==> config.mk <==
export PLATFORM = sky130hd
export DESIGN_NAME = timer_queue_expiry_unit
export DESIGN_NICKNAME = d
export VERILOG_FILES = /design/src/rtl/core/tqe_pkg.sv /design/src/rtl/core/timer_queue_expiry_unit.sv /design/src/rtl/core/tqe_key_cmp.sv
export SDC_FILE = /design/constraint.sdc
export NUM_CORES = 2
export LEC_CHECK = 0
export BUFFER_PORTS_ARGS = -buffer_cell sky130_fd_sc_hd__buf_4
export CORE_MARGIN = 8
export CORE_UTILIZATION = 25
export DETAILED_ROUTE_END_ITERATION = 6
export GPL_TIMING_DRIVEN = 1
export PLACE_DENSITY = 0.45
export SLEW_MARGIN = 20
export SYNTH_ARGS = -nofsm -noshare
export SYNTH_HDL_FRONTEND = slang
export SYNTH_SLANG_ARGS = --single-unit
export TNS_END_PERCENT = 30
==> constraint.sdc <==
create_clock -name clk_i -period 18.5 [get_ports clk_i]
set_clock_uncertainty 0.1 [all_clocks]
set_input_delay 0.925 -clock clk_i [delete_from_list [all_inputs] [get_ports clk_i]]
set_output_delay 0.925 -clock clk_i [all_outputs]
set_load 0.1 [all_outputs]
==> src/rtl/core/tqe_pkg.sv <==
// types, constants and sizes shared by the timer queue expiry unit
package tqe_pkg;

  localparam int unsigned SLOTS = 16;
  localparam int unsigned IDX_W = (SLOTS > 1) ? $clog2(SLOTS) : 1;

  localparam logic [1:0] KIND_ADD    = 2'd0;
  localparam logic [1:0] KIND_CANCEL = 2'd1;
  localparam logic [1:0] KIND_TICK   = 2'd2;
  localparam logic [1:0] KIND_UNUSED = 2'd3;

  localparam logic [1:0] STAT_OK   = 2'd0;
  localparam logic [1:0] STAT_FULL = 2'd1;
  localparam logic [1:0] STAT_DUP  = 2'd2;

  localparam logic [15:0] MIN_DELAY_RST = 16'd100;

  typedef struct packed {
    logic [1:0]  kind;
    logic [15:0] timer_id;
    logic [47:0] deadline;
    logic [31:0] interval;
    logic [47:0] now;
  } in_word_t;

  typedef struct packed {
    logic        is_fire;
    logic [15:0] fired_id;
    logic [1:0]  status;
    logic        earliest_changed;
    logic        next_valid;
    logic [47:0] next_deadline;
    logic [47:0] next_delay;
    logic        last;
  } out_word_t;

  // ordering key: deadline first, id breaks ties
  typedef struct packed {
    logic [47:0] deadline;
    logic [15:0] timer_id;
  } key_t;

endpackage

==> src/rtl/core/timer_queue_expiry_unit.sv <==
// top level of the timer queue expiry unit: slot table, scan sequencer, output register
//
// channel | direction | handshake            | word
// --------+-----------+----------------------+------------------------------
// in      | input     | in_valid_i/in_stall_o | in_word_t (kind, id, times)
// out     | output    | out_valid_o/out_stall_i | out_word_t (fire or status)
// cfg     | input     | cfg_we_i             | cfg_wdata_i = min_delay_us
//
// every command walks the slot table one slot per cycle, with a post step after each
// pass to act on the pass result, sharing a single key comparator
// add/cancel: two passes plus output wait; unused kind: the status pass only
// tick, k fires: a pick pass per fire, a final pick pass, a status pass, output waits
// reset clears slot valid bits and the sequencer at once; no clearing pass
// in_stall_o stays high from acceptance until the status word is taken
module timer_queue_expiry_unit
  import tqe_pkg::*;
(
  input  logic      clk_i,
  input  logic      rst_ni,
  input  logic      in_valid_i,
  output logic      in_stall_o,
  input  in_word_t  in_word_i,
  output logic      out_valid_o,
  input  logic      out_stall_i,
  output out_word_t out_word_o,
  input  logic      cfg_we_i,
  input  logic [15:0] cfg_wdata_i
);

  typedef enum logic [2:0] {ST_IDLE, ST_SCAN, ST_POST, ST_FIRE, ST_STAT} state_e;
  typedef enum logic [1:0] {PS_ADD, PS_CANCEL, PS_PICK, PS_STAT} pass_e;

  // slot table
  logic              valid_q [SLOTS];
  logic [15:0]       id_q    [SLOTS];
  logic [47:0]       dl_q    [SLOTS];
  logic [31:0]       per_q   [SLOTS];
  logic [SLOTS-1:0]  due_q;

  state_e     state_q;
  pass_e      pass_q;
  in_word_t   cmd_q;
  logic [IDX_W-1:0] idx_q;
  logic       first_q;
  logic [15:0] min_delay_q;

  // running best of the current pass
  logic       best_found_q;
  logic [47:0] best_dl_q;
  logic [15:0] best_id_q;
  logic [31:0] best_per_q;
  logic [IDX_W-1:0] best_idx_q;

  // add / cancel bookkeeping
  logic       dup_q;
  logic       free_found_q;
  logic [IDX_W-1:0] free_idx_q;
  logic [1:0] stat_q;
  logic       changed_q;

  logic      out_valid_q;
  out_word_t out_q;

  // current slot under the scan pointer
  logic        s_v;
  logic [15:0] s_id;
  logic [47:0] s_dl;
  logic [31:0] s_per;
  logic        s_due;
  logic        s_id_hit;
  logic        cand;
  logic        key_lt;
  logic        idx_last;
  logic [48:0] rearm_sum;
  logic [47:0] rearm_dl;
  logic [48:0] delay_diff;
  logic [47:0] delay_raw;
  logic [47:0] delay_fin;

  assign s_v      = valid_q[idx_q];
  assign s_id     = id_q[idx_q];
  assign s_dl     = dl_q[idx_q];
  assign s_per    = per_q[idx_q];
  assign s_due    = s_v && (s_dl <= cmd_q.now);
  assign s_id_hit = s_v && (s_id == cmd_q.timer_id);
  assign idx_last = (idx_q == IDX_W'(SLOTS - 1));

  tqe_key_cmp u_cmp (
    .a_i  ('{deadline: s_dl, timer_id: s_id}),
    .b_i  ('{deadline: best_dl_q, timer_id: best_id_q}),
    .lt_o (key_lt)
  );

  // which slots compete for the minimum in this pass
  always_comb begin
    unique case (pass_q)
      PS_PICK:   cand = first_q ? s_due : (due_q[idx_q] && s_v);
      PS_CANCEL: cand = 1'b0;
      default:   cand = s_v;
    endcase
  end

  // re-arm saturates at the top of the 48-bit range
  assign rearm_sum = {1'b0, best_dl_q} + {17'd0, best_per_q};
  assign rearm_dl  = rearm_sum[48] ? {48{1'b1}} : rearm_sum[47:0];

  // delay to next expiry, zero once passed, floored at min_delay
  assign delay_diff = {1'b0, best_dl_q} - {1'b0, cmd_q.now};
  assign delay_raw  = delay_diff[48] ? 48'd0 : delay_diff[47:0];
  assign delay_fin  = (delay_raw < {32'd0, min_delay_q}) ? {32'd0, min_delay_q} : delay_raw;

  always_ff @(posedge clk_i or negedge rst_ni) begin
    if (!rst_ni) begin
      state_q      <= ST_IDLE;
      pass_q       <= PS_STAT;
      first_q      <= 1'b0;
      idx_q        <= '0;
      best_found_q <= 1'b0;
      dup_q        <= 1'b0;
      free_found_q <= 1'b0;
      out_valid_q  <= 1'b0;
      min_delay_q  <= MIN_DELAY_RST;
      due_q        <= '0;
      for (int i = 0; i < SLOTS; i++) begin
        valid_q[i] <= 1'b0;
      end
    end else begin
      if (cfg_we_i) begin
        min_delay_q <= cfg_wdata_i;
      end
      unique case (state_q)
        ST_IDLE: begin
          if (in_valid_i) begin
            cmd_q        <= in_word_i;
            stat_q       <= STAT_OK;
            changed_q    <= 1'b0;
            dup_q        <= 1'b0;
            free_found_q <= 1'b0;
            best_found_q <= 1'b0;
            idx_q        <= '0;
            first_q      <= 1'b1;
            state_q      <= ST_SCAN;
            unique case (in_word_i.kind)
              KIND_ADD:    pass_q <= PS_ADD;
              KIND_CANCEL: pass_q <= PS_CANCEL;
              KIND_TICK:   pass_q <= PS_PICK;
              default:     pass_q <= PS_STAT;
            endcase
          end
        end
        ST_SCAN: begin
          if (cand && (!best_found_q || key_lt)) begin
            best_found_q <= 1'b1;
            best_dl_q    <= s_dl;
            best_id_q    <= s_id;
            best_per_q   <= s_per;
            best_idx_q   <= idx_q;
          end
          if (pass_q == PS_ADD) begin
            if (s_id_hit) begin
              dup_q <= 1'b1;
            end
            if (!s_v && !free_found_q) begin
              free_found_q <= 1'b1;
              free_idx_q   <= idx_q;
            end
          end
          // cancel: first matching slot, held in the free slot index
          if (pass_q == PS_CANCEL && s_id_hit && !free_found_q) begin
            free_found_q <= 1'b1;
            free_idx_q   <= idx_q;
          end
          if (pass_q == PS_PICK && first_q) begin
            due_q[idx_q] <= s_due;
          end
          if (idx_last) begin
            state_q <= ST_POST;
          end else begin
            idx_q <= idx_q + IDX_W'(1);
          end
        end
        ST_POST: begin
          // default next step: final status pass
          idx_q        <= '0;
          best_found_q <= 1'b0;
          state_q      <= ST_SCAN;
          unique case (pass_q)
            PS_ADD: begin
              pass_q <= PS_STAT;
              if (dup_q) begin
                stat_q <= STAT_DUP;
              end else if (!free_found_q) begin
                stat_q <= STAT_FULL;
              end else begin
                valid_q[free_idx_q] <= 1'b1;
                id_q[free_idx_q]    <= cmd_q.timer_id;
                dl_q[free_idx_q]    <= cmd_q.deadline;
                per_q[free_idx_q]   <= cmd_q.interval;
                changed_q <= !best_found_q || (cmd_q.deadline < best_dl_q);
              end
            end
            PS_CANCEL: begin
              pass_q <= PS_STAT;
              if (free_found_q) begin
                valid_q[free_idx_q] <= 1'b0;
              end
            end
            PS_PICK: begin
              if (!best_found_q) begin
                pass_q <= PS_STAT;
              end else begin
                // fire the earliest due timer, then re-arm or retire it
                due_q[best_idx_q] <= 1'b0;
                if (best_per_q != 32'd0) begin
                  dl_q[best_idx_q] <= rearm_dl;
                end else begin
                  valid_q[best_idx_q] <= 1'b0;
                end
                out_q       <= '{is_fire: 1'b1, fired_id: best_id_q, status: STAT_OK,
                                 earliest_changed: 1'b0, next_valid: 1'b0,
                                 next_deadline: 48'd0, next_delay: 48'd0, last: 1'b0};
                out_valid_q <= 1'b1;
                state_q     <= ST_FIRE;
              end
            end
            PS_STAT: begin
              out_q       <= '{is_fire: 1'b0, fired_id: 16'd0, status: stat_q,
                               earliest_changed: changed_q, next_valid: best_found_q,
                               next_deadline: best_found_q ? best_dl_q : 48'd0,
                               next_delay: best_found_q ? delay_fin : 48'd0, last: 1'b1};
              out_valid_q <= 1'b1;
              state_q     <= ST_STAT;
            end
            default: begin
              pass_q <= PS_STAT;
            end
          endcase
        end
        ST_FIRE: begin
          if (!out_stall_i) begin
            out_valid_q  <= 1'b0;
            pass_q       <= PS_PICK;
            first_q      <= 1'b0;
            idx_q        <= '0;
            best_found_q <= 1'b0;
            state_q      <= ST_SCAN;
          end
        end
        ST_STAT: begin
          if (!out_stall_i) begin
            out_valid_q <= 1'b0;
            state_q     <= ST_IDLE;
          end
        end
        default: begin
          state_q <= ST_IDLE;
        end
      endcase
    end
  end

  assign in_stall_o  = (state_q != ST_IDLE);
  assign out_valid_o = out_valid_q;
  assign out_word_o  = out_q;

endmodule

==> src/rtl/core/tqe_key_cmp.sv <==
// shared ordering comparator on (deadline, id) keys
module tqe_key_cmp
  import tqe_pkg::*;
(
  input  key_t a_i,
  input  key_t b_i,
  output logic lt_o
);

  assign lt_o = (a_i.deadline < b_i.deadline) ||
                ((a_i.deadline == b_i.deadline) && (a_i.timer_id < b_i.timer_id));

endmodule

======== Word level (Yosys, flattened, before mapping) ========
Memory sizes are Yosys's and may differ from the RTL's. A register that Yosys moved wholly into a read port is not among the register bits.
Cells that the tools add are included.
W data, S select, Z words.
operators by class
  magnitude comparators ................... 14
  equality and inequality tests ........... 39
  reduce and logical (&&, ||, !) cells .... 56
  bitwise logic cells ..................... 10
  mux-type cells .......................... 91
  add/subtract/negate cells ............... 3
operators with widths
  operator              count
  $mux W48              6
  $pmux W118 S2         1
  $mux W16              8
  $mux W118             1
  $lt A48 B48 Y1        2
  $add A48 B32 Y49      1
  $sub A48 B48 Y49      1
  $and A16 B16 Y16      3
  $eq A48 B48 Y1        1
  $le A48 B48 Y1        1
  $lt A48 B16 Y1        1
  $not A16 Y16          3
  $pmux W16 S3          1
  $reduce_or A48 Y1     1
  $ne A2 B2 Y1 const B  20
  $reduce_and A4 Y1     9
  $mux W1               32
  $pmux W16 S2          1
  $reduce_bool A32 Y1   1
  $mux W4               7
  $ne A3 B3 Y1 const B  6
  $bwmux W16            1
  $demux W1 S4          4
  $eq A16 B16 Y1        1
  other kinds (38)      100
storage, ports and cells
  memories ................................ 3
  input bits .............................. 167
  output and inout bits ................... 120
  memory bits (writable) .................. 1,536
  register bits ........................... 399
memory list
  memory  depth  width  read ports  clocked after memory_dff  write ports  line                           source
  dl_q    16     48     1           0                         1            timer_queue_expiry_unit.sv:36  logic [47:0] dl_q [SLOTS];
  per_q   16     32     1           1                         1            timer_queue_expiry_unit.sv:37  logic [31:0] per_q [SLOTS];
  id_q    16     16     1           0                         1            timer_queue_expiry_unit.sv:35  logic [15:0] id_q [SLOTS];

======== Depth between registers and ports, before layout ========
  depth in word-level cells ............... 10
  gate-level depth with buffers ........... 26

======== Modules after synthesis ========
A second synthesis with hierarchy kept.
second synthesis, totals
  cells, all modules ...................... 4,629
  area total of the unflattened synthesis .. 83,408.7 µm²
modules (own cells, without submodules)
  module                   seq. area each (µm²)  area each (µm²)  cells each  instances
  timer_queue_expiry_unit  58,762.6              81,827.2         4,404       1
  tqe_key_cmp              0.0                   1,581.5          225         1

======== Worst setup path after synthesis ========
OpenSTA, ideal clock, no wires.
  kind .................................... flip-flop to flip-flop
  from .................................... register idx_q[0]
  to ...................................... register best_dl_q[0] (enable)
  data arrival time ....................... 9.547 ns
  library setup time ...................... 0.559 ns
  cell stages (with the launch flop) ...... 21
  path slack .............................. 8.294 ns
  period minus slack after synthesis ...... 10.206 ns
  cell sequence ........................... dfrtp_1 -> clkbuf_1 -> clkbuf_1 -> clkbuf_1 -> clkbuf_1 -> buf_1 -> mux4_2 -> mux4_2 -> ha_1 -> a21o_1 -> a21o_1 -> a21o_1 -> a21o_1 -> a21oi_1 -> o21ai_0 -> or3_1 -> nor3_1 -> nor3_1 -> o211ai_1 -> nand2_1 -> nor2_1
between the ends
  elaborated cells between the ends (all ways) .. 21
RTL lines
  item                                                      line                                                           source
  start, declared                                           timer_queue_expiry_unit.sv:43                                  logic [IDX_W-1:0] idx_q;
  start signal, assigned                                    timer_queue_expiry_unit.sv:179                                 idx_q <= idx_q + IDX_W'(1);
  $mem_v2 Z16 W48 *                                         --
  net s_dl[33]                                              timer_queue_expiry_unit.sv:67                                  logic [47:0] s_dl;
  $le A48 B48 Y1 / $eq A48 B48 Y1 (equally long branches)   timer_queue_expiry_unit.sv:84, tqe_key_cmp.sv:11
  $logic_and A1 B1 Y1, on equally long branches             timer_queue_expiry_unit.sv:84, tqe_key_cmp.sv:11
  $mux W1 / $logic_or A1 B1 Y1 (equally long branches)      timer_queue_expiry_unit.sv:97, tqe_key_cmp.sv:10
  $pmux W1 S2 / $logic_or A1 B1 Y1 (equally long branches)  timer_queue_expiry_unit.sv:96, timer_queue_expiry_unit.sv:152
  $logic_and A1 B1 Y1 *                                     timer_queue_expiry_unit.sv:152                                 if (cand && (!best_found_q || key_lt)) begin
  $reduce_and A3 Y1 (no line) *                             --
  end signal, assigned                                      timer_queue_expiry_unit.sv:154                                 best_dl_q <= s_dl;
  end, declared                                             timer_queue_expiry_unit.sv:49                                  logic [47:0] best_dl_q;
Mark *: on every way through the listed nets, which the timed path passes. The rest lies on a longest branch. The select of a mux whose other input is x is not followed.
A chain may end at the register's enable or synchronous reset.

======== Worst setup path in the final report ========
  from .................................... register idx_q[0]
  to ...................................... register best_dl_q[47] (enable)
between the ends
  elaborated cells between the ends (all ways) .. 21
RTL lines
  item                         line                            source
  $mem_v2 Z16 W16              --
  net s_id[14]                 timer_queue_expiry_unit.sv:66   logic [15:0] s_id;
  $lt A16 B16 Y1               tqe_key_cmp.sv:11               ((a_i.deadline == b_i.deadline) && (a_i.timer_id < b_i.timer_id));
  $logic_and A1 B1 Y1          tqe_key_cmp.sv:11
  $logic_or A1 B1 Y1           tqe_key_cmp.sv:10               assign lt_o = (a_i.deadline < b_i.deadline) ||
  $logic_or A1 B1 Y1           timer_queue_expiry_unit.sv:152
  $logic_and A1 B1 Y1          timer_queue_expiry_unit.sv:152
  $reduce_and A3 Y1 (no line)  --
The timed path passes the listed nets, and every way through them passes these cells. The select of a mux whose other input is x is not followed.

==> flow_summary.json <==
{
  "grt_first_pass_wirelength_um": 368800,
  "whs_ns": 0.1489,
  "via_count": 45690,
  "final-instance-count-excl-fill": 9587,
  "yosys_warnings": 0,
  "number_of_detailed_routing_iterations_run_before_antenna_repair": 5,
  "synth_area_per_cell_um2": 17.97,
  "final_cell_area_mm2": 0.09796,
  "drc": 0,
  "pwr_density_cell_mw_per_mm2": 139.1,
  "largest_net_degree_at_the_start_of_global_routing": 95,
  "synth.ff_latch_count": 1967,
  "h-tree-depth": 4,
  "nFillCells": 32890,
  "cts.root.buffer_cell": "clkbuf_16",
  "antenna_violating_nets_post_route": 0,
  "worstSkewPairLatency_ns": 0.85,
  "crit_path_end_kind": "register",
  "cp.arrival_ns": 8.98,
  "async_flop_share": 0.03152,
  "max-clock-path-buffers": 4,
  "place.port_buffers": 286,
  "crit_top_cell": "buf_4",
  "final_period_util": 0.4674,
  "number_of_distinct_library_cells_after_synthesis": 95,
  "synth_sequential_area_ratio": 0.7029,
  "synth-edff-count": 1905,
  "place.detailed.hpwl_um": 167000,
  "grt_antenna_before_repair": 23,
  "placed_cells": 9221,
  "postLayoutCoreUtil": 0.2940,
  "dieHeight_um": 594.3,
  "clk_pin_slew_worst_paths_ns": 0.06,
  "min_path_type": "in2reg",
  "synthToLayoutAreaGrowth_pct": 17.17,
  "core-area_mm2": 0.3332,
  "worst_setup_path_start_kind": "register",
  "total_die_area_mm2": 0.3532,
  "wl_per_cell_um": 27.44,
  "number_of_nets_in_the_layout": 5472,
  "total_leakage_power_nw": 32.28,
  "synth_ff_type": "edfxtp_1",
  "worst-slew-pin-transition_ns": 1.194,
  "placementRows": 212,
  "vias_in_the_first_global_route": 47360,
  "critical_path_peak_fanout": 82,
  "num_io_pins": 287,
  "cts_tree": "yes",
  "fin_setup_tns_ns": 0,
  "maxCapViolCount": 0,
  "critical_path.max_stage_delay_ns": 0.81,
  "vias_per_instance": 4.766,
  "slew-limit-headroom": 0.2039,
  "crit_path_cell_trace": "buf_12 -> buf_4 -> buf_4 -> mux4_2 -> mux4_2 -> ha_1 -> a31oi_1 -> nand4_1 -> a2111oi_0 -> o221ai_1 -> a31oi_1 -> nand2_1 -> nor2_4 -> buf_4 -> buf_4",
  "final-max-slew-violation-count": 0,
  "netlist_area_mm2": 0.08360,
  "globalRouteOverflowTotal": 0,
  "fin_crit_ns": 8.648,
  "synth_fp_nets": 5083,
  "die_width_um": 594.3,
  "post_route_cells_drive_above_1_share": 0.2425,
  "wl_um": 263100,
  "clock_sink_count": 1967,
  "result_of_the_run": "complete, no violations",
  "fmaxAchievable_mhz": 115.6,
  "multi_input_area_mm2": 0.02378,
  "setup_repair_after_global_routing_missed_its_margin": "no",
  "quantity_of_gates_resized_following_cts": 0,
  "vdd.ir_drop.worst_mv": 0.08055,
  "synthesis.instances": 4652,
  "critical_path_required_ns": 18.84,
  "final_setup_violations": 0,
  "dr.first_iter.drc_count": 4375,
  "final_hold_violations": 0,
  "setup.worst_path.class": "reg2reg",
  "regArea_mm2": 0.05878,
  "gp_congestion": 0.8523,
  "groute.usage.overall": 0.1433,
  "cts_buffer_count": 204,
  "detailed_place.area_mm2": 0.09155,
  "start_util": 0.2509,
  "crit_path_slowest_cell": "buf_4"
}
-- layout by cell type, fill, tap and decap left out, types with 11 or more instances in the layout --
cell	synthesis	routed
buf_4	0	389
o211ai_1	22	22
a31oi_1	49	30
mux4_2	490	490
xor2_1	22	22
and3_1	64	62
mux2i_1	11	11
a211oi_1	20	19
nor2b_1	52	46
nand4_1	56	56
nand3_1	48	48
o21a_1	23	23
a22o_1	16	16
inv_1	163	163
xnor2_1	66	66
nor3_1	58	49
nor2_1	216	197
and2_1	13	13
bufinv_16	0	14
o21bai_1	11	11
clkbuf_1	172	33
clkinv_2	0	44
clkbuf_16	0	207
nor2_4	0	19
a21o_1	92	92
nand2b_1	35	35
dfrtp_1	57	52
ha_1	262	261
nor4_1	21	21
o31ai_1	17	17
nand2_1	176	175
o21ai_0	149	145
clkinv_1	0	50
edfxtp_1	1905	1905
a31oi_2	2	21
a21oi_1	187	186
-- metal layers --
| metal | wire length [um] | GRT usage |
|---|---|---|
| met1 | 117300 | 0.1968 |
| met2 | 126700 | 0.2395 |
| met3 | 12560 | 0.02204 |
| met4 | 6440 | 0.03251 |
| met5 | 56 | 0 |
-- path summary, 6_finish.rpt --
check	from	endpoint	slack [ns]	depth (start not counted)
max reg2reg	idx_q[0]$_DFFE_PN0P_	best_dl_q[47]$_DFFE_PP_	9.85	15
max	idx_q[0]$_DFFE_PN0P_	best_dl_q[47]$_DFFE_PP_	9.85	15
min reg2reg	due_q[12]$_DFFE_PN0P_	due_q[12]$_DFFE_PN0P_	0.41	2
min in group asynchronous	rst_ni	min_delay_q[15]$_DFFE_PN0P_	0.47	2
min	in_word_i[59]	cmd_q[59]$_DFFE_PP_	0.15	1
max in group asynchronous	rst_ni	idx_q[2]$_DFFE_PN0P_	16.68	3
-- flip-flops by register name, indices dropped and copies added (netlist names), 32 cells and up --
register / flops
per_q: 512
out_word_o: 118
dl_q: 768
cmd_q: 144
best_per_q: 32
best_dl_q: 48
id_q: 256
-- logic make-up (layout without fill, tap and decap cells) --
family | count (synthesis) | count (layout) | synth area share
AOI/OAI and AO/OA | 674 | 674 | 0.05135
xor gates and xnor gates | 88 | 88 | 0.009219
adders and majority gates | 264 | 264 | 0.03969
buffers and inverters | 374 | 921 | 0.01726
DFF | 1967 | 1967 | 0.7029
muxes | 502 | 502 | 0.1335
other | 0 | 1 | 0
and+or+nand+nor | 783 | 783 | 0.04616
-- per-stage QoR --
stage	setup WS (ns)	total power, mW
after floorplan	8.294	8.321
after global placement	9.874	9.766
after detailed placement	9.777	9.767
after CTS	9.774	13.78
after global routing	9.303	14.26
final	9.852	13.62
-- power breakdown --
group | internal, mW | leakage, nW | switching, mW
Sequential | 5.16 | 17.9 | 0.306
Clock | 2.23 | 3.08 | 1.74
Combinational | 1.74 | 11.3 | 2.45
Total | 9.13 | 32.3 | 4.49
-- area by class of cell --
class                      count  area share
inverter                     163    0.006246
antenna                        1  0.00002555
timing repair buffer         394     0.03073
clock buffer                 240     0.05415
tap                         4387     0.05604
sequential                  1967      0.6001
clock inverter               124    0.009950
multi-input combinational   2311      0.2428
-- repair_timing --
item                                   in CTS  in global routing
buffers inserted                            0                  0
hold buffers                                1                  0
endpoints found under the hold margin      11                  0
-- cell usage after synthesis, drive strengths merged (5+ instances only) --
cell type	n	area [um^2]
a211oi	21	170.2
a21boi	5	37.54
a21o	92	690.7
a21oi	188	944.7
a221oi	6	58.80
a22o	16	140.1
a311oi	7	61.31
a31oi	51	331.6
a41oi	5	43.79
and2	13	81.33
and3	64	400.4
buf	37	175.2
clkbuf	174	655.6
dfrtp	57	1426
dfstp	5	131.4
edfxtp	1905	57200
ha	262	3278
inv	163	611.8
mux2i	11	110.1
mux4	490	11040
nand2	176	660.6
nand2b	35	219.0
nand3	49	250.2
nand3b	7	52.55
nand4	56	350.3
nor2	217	817.0
nor2b	52	325.3
nor3	58	290.3
nor4	22	143.9
o211ai	22	165.2
o21a	23	172.7
o21ai	160	808.3
o21bai	11	82.58
o31ai	18	140.1
or3	11	73.82
xnor2	66	578.1
xor2	22	192.7
-- critical path, delay by kind of cell (launching register included) --
kind                     cells  cell delay (ns)
flip-flops                   1             0.76
buffers and inverters        5             3.26
multiplexers                 2             1.17
AND/OR/NAND/NOR              3             0.43
adder cells (fa/ha/maj)      1             0.35
AO/OA/AOI/OAI                4             1.51
(Power assumes the default switching activity.)
